<file path="src/hw/rtl/deq_pkg.sv">
// deque package: field widths, operation and status codes, parameter defaults
// no dependencies
`timescale 1ns / 1ps
`default_nettype none

package deq_pkg;

  localparam int FUNC_W   = 3;
  localparam int VALUE_W  = 32;
  localparam int DATA_W   = 32;
  localparam int STATUS_W = 2;

  localparam int DEPTH_DEFAULT      = 64;
  localparam int DATA_WIDTH_DEFAULT = 32;

  typedef enum logic [FUNC_W-1:0] {
    FN_PUSH_REAR   = 3'd0,
    FN_PUSH_FRONT  = 3'd1,
    FN_POP_REAR    = 3'd2,
    FN_POP_FRONT   = 3'd3,
    FN_PEEK_REAR   = 3'd4,
    FN_PEEK_FRONT  = 3'd5,
    FN_QUERY_EMPTY = 3'd6
  } func_t;

  typedef enum logic [STATUS_W-1:0] {
    ST_OK        = 2'd0,
    ST_UNDERFLOW = 2'd1,
    ST_OVERFLOW  = 2'd2
  } status_t;

endpackage

`default_nettype wire

</file>
<file path="src/hw/rtl/deq_in_if.sv">
// request channel of the deque: operation code and word to push
// depends on deq_pkg
`timescale 1ns / 1ps
`default_nettype none

interface deq_in_if;
  logic                               valid;
  logic                               ready;
  logic [deq_pkg::FUNC_W-1:0]         func;
  logic signed [deq_pkg::VALUE_W-1:0] value;

  modport source (output valid, output func, output value, input ready);
  modport sink   (input valid, input func, input value, output ready);
endinterface

`default_nettype wire

</file>
<file path="src/hw/rtl/deq_out_if.sv">
// result channel of the deque: data word, status and empty flag
// depends on deq_pkg
`timescale 1ns / 1ps
`default_nettype none

interface deq_out_if;
  logic                               valid;
  logic                               ready;
  logic signed [deq_pkg::DATA_W-1:0]  data;
  logic [deq_pkg::STATUS_W-1:0]       status;
  logic                               is_empty;

  modport source (output valid, output data, output status, output is_empty, input ready);
  modport sink   (input valid, input data, input status, input is_empty, output ready);
endinterface

`default_nettype wire

</file>
<file path="src/hw/rtl/deq_ram.sv">
// entry store of the deque: one write port, one registered read port
// no dependencies
`timescale 1ns / 1ps
`default_nettype none

module deq_ram #(
  parameter int DEPTH      = 64,
  parameter int DATA_WIDTH = 32
) (
  input  wire logic                     clk,
  input  wire logic                     wr_en,
  input  wire logic [$clog2(DEPTH)-1:0] wr_addr,
  input  wire logic [DATA_WIDTH-1:0]    wr_data,
  input  wire logic                     rd_en,
  input  wire logic [$clog2(DEPTH)-1:0] rd_addr,
  output logic      [DATA_WIDTH-1:0]    rd_data
);

  logic [DATA_WIDTH-1:0] mem [DEPTH];

  always_ff @(posedge clk) begin
    if (wr_en) begin
      mem[wr_addr] <= wr_data;
    end
  end

  always_ff @(posedge clk) begin
    if (rd_en) begin
      rd_data <= mem[rd_addr];
    end
  end

endmodule

`default_nettype wire

</file>
<file path="src/hw/rtl/double_ended_queue_unit.sv">
// results: push, emptiness query and any refused operation give their result in the cycle after acceptance;
//   pop and peek pass through the registered ram read, then the output register
// throughput: one word per cycle for pushes and queries while rsp.ready stays high; none during a pop/peek read
// reset: synchronous; clears indices, count, state and output valid;
//   the entry store is not cleared and needs no clearing pass
`timescale 1ns / 1ps
`default_nettype none

module double_ended_queue_unit #(
  parameter int DEPTH      = deq_pkg::DEPTH_DEFAULT,
  parameter int DATA_WIDTH = deq_pkg::DATA_WIDTH_DEFAULT
) (
  input wire logic clk,
  input wire logic rst,
  deq_in_if.sink   cmd,
  deq_out_if.source rsp
);

  localparam int IDX_W = $clog2(DEPTH);
  localparam int CNT_W = $clog2(DEPTH + 1);
  // common width for moving words between the ports and the store
  localparam int EXT_W = (DATA_WIDTH > deq_pkg::DATA_W) ? DATA_WIDTH : deq_pkg::DATA_W;

  localparam logic [IDX_W-1:0] LAST_SLOT = IDX_W'(DEPTH - 1);
  localparam logic [CNT_W-1:0] FULL_CNT  = CNT_W'(DEPTH);

  // one-hot sequencer: idle, or waiting on the ram read of a pop/peek
  typedef enum logic [1:0] {
    S_IDLE = 2'b01,
    S_READ = 2'b10
  } state_t;

  state_t state;

  // live entries sit at rear, rear+1, ..., front-1
  logic [IDX_W-1:0] front, front_next;
  logic [IDX_W-1:0] rear, rear_next;
  logic [CNT_W-1:0] count, count_next;

  // output register
  logic                              out_valid, out_valid_next;
  logic signed [deq_pkg::DATA_W-1:0] out_data;
  deq_pkg::status_t                  out_status;
  logic                              out_empty;

  // empty flag held while the read is in flight
  logic pend_empty;

  // ram ports
  logic                  wr_en, rd_en;
  logic [IDX_W-1:0]      wr_addr, rd_addr;
  logic [DATA_WIDTH-1:0] wr_word, rd_word;

  // decode results
  logic                  accept;
  logic                  push_ok, go_read;
  deq_pkg::status_t      res_status;
  logic [deq_pkg::DATA_W-1:0] res_data;

  // port word to store width: zero extension, or truncation to the store width
  logic [EXT_W-1:0] value_ext;
  logic [EXT_W-1:0] rd_ext;
  logic [EXT_W-1:0] ones_ext;

  assign value_ext = EXT_W'($unsigned(cmd.value));
  assign wr_word   = value_ext[DATA_WIDTH-1:0];
  assign rd_ext    = EXT_W'(rd_word);
  assign ones_ext  = EXT_W'({DATA_WIDTH{1'b1}});

  // take a new word only when idle and the output register will be free
  assign cmd.ready = (state == S_IDLE) && (!out_valid || rsp.ready);
  assign accept    = cmd.valid && cmd.ready;

  function automatic logic [IDX_W-1:0] slot_next(input logic [IDX_W-1:0] i);
    slot_next = (i == LAST_SLOT) ? '0 : i + 1'b1;
  endfunction

  function automatic logic [IDX_W-1:0] slot_prev(input logic [IDX_W-1:0] i);
    slot_prev = (i == '0) ? LAST_SLOT : i - 1'b1;
  endfunction

  // operation decode and index update
  always_comb begin
    front_next = front;
    rear_next  = rear;
    count_next = count;
    push_ok    = 1'b0;
    go_read    = 1'b0;
    wr_addr    = front;
    rd_addr    = rear;
    res_status = deq_pkg::ST_OK;
    res_data   = '0;
    unique case (deq_pkg::func_t'(cmd.func))
      deq_pkg::FN_PUSH_REAR, deq_pkg::FN_PUSH_FRONT: begin
        if (count == FULL_CNT) begin
          res_status = deq_pkg::ST_OVERFLOW;
        end else if (deq_pkg::func_t'(cmd.func) == deq_pkg::FN_PUSH_REAR) begin
          push_ok    = 1'b1;
          rear_next  = slot_prev(rear);
          wr_addr    = slot_prev(rear);
          count_next = count + 1'b1;
        end else begin
          push_ok    = 1'b1;
          wr_addr    = front;
          front_next = slot_next(front);
          count_next = count + 1'b1;
        end
      end
      deq_pkg::FN_POP_REAR, deq_pkg::FN_POP_FRONT,
      deq_pkg::FN_PEEK_REAR, deq_pkg::FN_PEEK_FRONT: begin
        if (count == '0) begin
          res_status = deq_pkg::ST_UNDERFLOW;
          res_data   = ones_ext[deq_pkg::DATA_W-1:0];
        end else begin
          go_read = 1'b1;
          unique case (deq_pkg::func_t'(cmd.func))
            deq_pkg::FN_POP_REAR: begin
              rd_addr    = rear;
              rear_next  = slot_next(rear);
              count_next = count - 1'b1;
            end
            deq_pkg::FN_POP_FRONT: begin
              rd_addr    = slot_prev(front);
              front_next = slot_prev(front);
              count_next = count - 1'b1;
            end
            deq_pkg::FN_PEEK_REAR: begin
              rd_addr = rear;
            end
            default: begin
              rd_addr = slot_prev(front);
            end
          endcase
        end
      end
      default: begin
        // emptiness query and unused codes change nothing
      end
    endcase
  end

  assign wr_en = accept && push_ok;
  assign rd_en = accept && go_read;

  // a read is never issued in the same cycle as a write, so no forwarding
  deq_ram #(
    .DEPTH      (DEPTH),
    .DATA_WIDTH (DATA_WIDTH)
  ) u_ram (
    .clk     (clk),
    .wr_en   (wr_en),
    .wr_addr (wr_addr),
    .wr_data (wr_word),
    .rd_en   (rd_en),
    .rd_addr (rd_addr),
    .rd_data (rd_word)
  );

  // output valid: held until taken, set by a finished read or a direct result
  always_comb begin
    out_valid_next = out_valid && !rsp.ready;
    if (state == S_READ) begin
      // output register is known free here
      out_valid_next = 1'b1;
    end else if (accept && !go_read) begin
      out_valid_next = 1'b1;
    end
  end

  always_ff @(posedge clk) begin
    if (rst) begin
      state     <= S_IDLE;
      front     <= '0;
      rear      <= '0;
      count     <= '0;
      out_valid <= 1'b0;
    end else begin
      out_valid <= out_valid_next;
      unique case (state)
        S_IDLE: begin
          if (accept) begin
            front <= front_next;
            rear  <= rear_next;
            count <= count_next;
            if (go_read) begin
              state <= S_READ;
            end
          end
        end
        S_READ: begin
          state <= S_IDLE;
        end
        default: begin
          state <= S_IDLE;
        end
      endcase
    end
  end

  // payload registers, no reset
  always_ff @(posedge clk) begin
    if (state == S_READ) begin
      out_data   <= $signed(rd_ext[deq_pkg::DATA_W-1:0]);
      out_status <= deq_pkg::ST_OK;
      out_empty  <= pend_empty;
    end else if (accept) begin
      pend_empty <= (count_next == '0);
      if (!go_read) begin
        out_data   <= $signed(res_data);
        out_status <= res_status;
        out_empty  <= (count_next == '0);
      end
    end
  end

  assign rsp.valid    = out_valid;
  assign rsp.data     = out_data;
  assign rsp.status   = out_status;
  assign rsp.is_empty = out_empty;

endmodule

`default_nettype wire

</file>
<file path="src/flat_wrapper.sv">
// flat-port wrapper written by rule: the top's interface ports become plain ports
module double_ended_queue_unit_flat 
#(
  parameter int DEPTH      = deq_pkg::DEPTH_DEFAULT,
  parameter int DATA_WIDTH = deq_pkg::DATA_WIDTH_DEFAULT
)
  (clk, rst, cmd_valid, cmd_func, cmd_value, cmd_ready, rsp_valid, rsp_data, rsp_status, rsp_is_empty, rsp_ready);
  deq_in_if cmd_i ();
  deq_out_if rsp_i ();
  input wire logic clk;
  input wire logic rst;
  input wire logic [$bits(cmd_i.valid)-1:0] cmd_valid;
  input wire logic [$bits(cmd_i.func)-1:0] cmd_func;
  input wire logic [$bits(cmd_i.value)-1:0] cmd_value;
  output wire logic [$bits(cmd_i.ready)-1:0] cmd_ready;
  output wire logic [$bits(rsp_i.valid)-1:0] rsp_valid;
  output wire logic [$bits(rsp_i.data)-1:0] rsp_data;
  output wire logic [$bits(rsp_i.status)-1:0] rsp_status;
  output wire logic [$bits(rsp_i.is_empty)-1:0] rsp_is_empty;
  input wire logic [$bits(rsp_i.ready)-1:0] rsp_ready;
  assign cmd_i.valid = cmd_valid;
  assign cmd_i.func = cmd_func;
  assign cmd_i.value = cmd_value;
  assign cmd_ready = cmd_i.ready;
  assign rsp_valid = rsp_i.valid;
  assign rsp_data = rsp_i.data;
  assign rsp_status = rsp_i.status;
  assign rsp_is_empty = rsp_i.is_empty;
  assign rsp_i.ready = rsp_ready;
  double_ended_queue_unit #(.DEPTH(DEPTH), .DATA_WIDTH(DATA_WIDTH)) u_core (.clk(clk), .rst(rst), .cmd(cmd_i), .rsp(rsp_i));
endmodule
</file>
<file path="config.mk">
export PLATFORM = sky130hd
export DESIGN_NAME = double_ended_queue_unit_flat
export DESIGN_NICKNAME = d
export VERILOG_FILES = /design/src/hw/rtl/deq_pkg.sv /design/src/hw/rtl/deq_in_if.sv /design/src/hw/rtl/deq_out_if.sv /design/src/hw/rtl/deq_ram.sv /design/src/hw/rtl/double_ended_queue_unit.sv /design/src/flat_wrapper.sv
export SDC_FILE = /design/constraint.sdc
export NUM_CORES = 2
export LEC_CHECK = 0
export ABC_AREA = 1
export BUFFER_PORTS_ARGS = -buffer_cell sky130_fd_sc_hd__buf_2
export CAP_MARGIN = 25
export CORE_MARGIN = 5
export CORE_UTILIZATION = 30
export DETAILED_ROUTE_END_ITERATION = 10
export HOLD_SLACK_MARGIN = 0.03
export PLACE_DENSITY = 0.42
export SLEW_MARGIN = 20
export SYNTH_ARGS = -nofsm -noshare
export SYNTH_HDL_FRONTEND = slang
export SYNTH_HIERARCHICAL = 1
export SYNTH_SLANG_ARGS = --single-unit
</file>
<file path="constraint.sdc">
create_clock -name clk -period 6.4 [get_ports clk]
set_clock_uncertainty 0.15 [all_clocks]
set_input_delay 1.28 -clock clk [delete_from_list [all_inputs] [get_ports clk]]
set_output_delay 1.28 -clock clk [all_outputs]
set_load 0.01 [all_outputs]
</file>
==> results.yml <==
critical_path:
  r2r_setup_slack_ps: 1190
  critPathKind: "flop to flop"
  end_kind: "flop"
  cp.required_ps: 6970
  cp_max_fo: 170
  worstPathArrival_ps: 5780
  reg2reg_depth: 20
  reg2reg_to: "u_core/u_ram/rd_data[12]$_DFFE_PP_"
  start_kind: "flop"
  reg2reg_from: "u_core/count[0]$_SDFFE_PP0P_"
flow_run:
  drv_cap: 0
outcome:
  status: "completed"
layout:
  layout_common_cells: "2413 x nand2_1, 2114 x edfxtp_1, 1952 x nand3_1"
  fillerInstances: 28175
  layout-drive-gt1-share_pct: 9.30
  area_growth_pct: 15.0
  final_common_cell: "nand2_1"
  nNetsFinal: 7360
  post-route-util_pct: 34.6
hold_path:
  min_path_type: "flop to flop"
  holdPathEnd: "u_core/rsp.status[1]$_SDFFE_PP0P_"
  worstHoldStart: "u_core/rsp.status[1]$_SDFFE_PP0P_"
  hold_depth: 2
cts:
  clk_latency_ps: 880
  cts_tree: "yes"
  clkTransAtPathRegs_ps: 60
  clock_sinks: 2138
  root_buffer: "clkbuf_16"
  post_cts_resized: 0
  clockBufferDepth: 3
  hold_buffers: 0
  post_cts_buffers: 0
  numCtsBuffers: 231
  htreeDepth: 4
synthesis:
  yosysUniqueCellTypes: 39
  yosysWarnings: 6
  ys_seq_elements: 2138
  ys_seq_area_share_pct: 73.9
  postSynthCellCount: 7246
  syn_area_um2: 86600
  syn_nets: 7296
  avgSynthCellArea_um2: 11.9
power:
  peakVddDrop_uv: 311
  power_density_nw_per_um2: 367
  leakage_nw: 34.6
route:
  drc: 0
  routed-via-count: 57019
  drt-total-wl_um: 296000
  wl_per_cell_um: 26.3
  drtPass1Iterations: 5
  vias_per_cell: 5.05
  drt-initial-drc-count: 6356
  ant_nets: 0
sta:
  slew_viol_final: 0
  holdWs_ps: 359
  min_period_over_period_pct: 81.5
  rsz0062_at_grt: "no"
  clock.fmax_ghz: 0.192
  hold_viol: 0
  worst_pin_slew_ps: 1140
  maxSlewHeadroom_pct: 24.2
  fin_crit_ps: 5210
  fin_ws_ps: 1190
  setup_viol: 0
floorplan:
  rows: 197
  num_io_pins: 76
  dieHeight_um: 547
  dieWidth_um: 547
  die_area_um2: 299000
  start_util_pct: 30.1
  coreArea_um2: 288000
place:
  io_buffers: 75
  detailedPlace.worstSlack_ps: 504
  hpwlAfterDp_um: 151000
  gp_congestion: 0.801
global_routing:
  grt_use_total_pct: 19.2
  grt_max_degree: 194
  grt_pass1_wl_um: 418000
  antenna_found_initial: 29
  grt_pass1_vias: 54928
  overflow: 0
[metal layers]
layer | vias to the layer above | wire length, um | GRT usage [%]
met5 | - | 34 | 0
met3 | 385 | 22100 | 3.96
li1 | 25869 | - | -
met1 | 28803 | 134000 | 27.7
met2 | 1956 | 132000 | 29.6
met4 | 6 | 7560 | 5.13
[sequential cells by signal, indices dropped and copies added (netlist names)]
signal / cells
u_core/rsp.status: 2
u_core/u_ram/rd_data: 32
u_core/front: 6
u_core/rsp.valid: 1
u_core/pend_empty: 1
u_core/state: 2
u_core/rsp.is_empty: 1
u_core/count: 7
u_core/u_ram/mem: 2048
u_core/rear: 6
u_core/rsp.data: 32
[cell families after synthesis]
kind of cell	share of synthesized area, %
adder cells (fa/ha/maj)	0.159
AO/OA/AOI/OAI	0.412
AND/OR/NAND/NOR	22.5
buffers and inverters	3.03
XOR/XNOR	0.0506
flip-flops	73.9
[through the flow]
stage          cells  instance area (um^2)  TNS, ps  power, W
6_report       11281                 99500        0    0.0365
5_1_grt        11276                 99500        0    0.0381
4_1_cts        11275                 99500        0    0.0368
3_5_place_dp   10858                 92400        0    0.0240
3_3_place_gp   10857                 92300        0    0.0240
2_1_floorplan   7246                 86600   -94390    0.0205
[report_power, final]
part           switching, W  leakage (nW)  internal, W  total, W
Clock               0.00555          3.49      0.00728    0.0128
Sequential         0.000145          19.2       0.0156    0.0157
Combinational       0.00597          11.9      0.00198   0.00795
Total                0.0117          34.6       0.0248    0.0365
[cells in the mapped netlist, drive strengths merged]
master,number,share of area [%]
nand2,2418,11
edfxtp,2114,73
nand3,1952,11
buf,377,2.4
nor2,101,0.46
clkbuf,90,0.39
inv,61,0.27
o21ai,31,0.18
dfxtp,24,0.55
a21oi,16,0.092
nand4,14,0.10
ha,11,0.16
nor4,8,0.058
o211ai,7,0.066
xor2,4,0.040
nor3,3,0.023
a211oi,2,0.029
a22oi,2,0.017
a31oi,2,0.014
nand3b,2,0.017
or2,2,0.014
and2,1,0.0072
clkinv,1,0.0043
o31ai,1,0.0087
or3,1,0.0072
xnor2,1,0.010
[how the worst max path moves through the flow]
stage	startpoint	endpoint	slack (ps)	cells after the start
2_1_floorplan	cmd_func[2]	u_core/u_ram/mem[52][0]$_DFFE_PP_	-410	10
3_3_place_gp	cmd_func[2]	u_core/u_ram/rd_data[12]$_DFFE_PP_	510	17
3_5_place_dp	cmd_func[2]	u_core/u_ram/rd_data[12]$_DFFE_PP_	500	17
4_1_cts	u_core/count[0]$_SDFFE_PP0P_	u_core/u_ram/rd_data[12]$_DFFE_PP_	1310	20
5_1_grt	u_core/count[0]$_SDFFE_PP0P_	u_core/u_ram/rd_data[12]$_DFFE_PP_	980	20
6_report	u_core/count[0]$_SDFFE_PP0P_	u_core/u_ram/rd_data[12]$_DFFE_PP_	1190	20
[area by class of cell]
class	count	area, um^2	share of cell area [%]
multi-input combinational	4579	20500	20.6
tap	3781	4730	4.75
clock buffer	304	6150	6.18
antenna	6	15.0	0.0151
sequential	2138	64000	64.3
timing repair buffer	298	2860	2.87
clock inverter	113	1010	1.01
inverter	62	270	0.272
[critical path, cell delays in order (launching register included)]
cell     delay [ps]
dfxtp_1         450
inv_1           110
ha_1            280
nand2_1          90
nor2_1           50
nand2_2         100
nand2_2         100
nor2_2          210
buf_4           240
nand2_1         110
o21ai_4         280
buf_4           390
buf_12          460
nand2_1         100
nand3_1         130
nand3_1          90
nand3_1         130
nand3_1         500
nand2_1         250
nand2_1         270
nand2_1         160
Note: power is estimated with default switching activity, not from simulation.
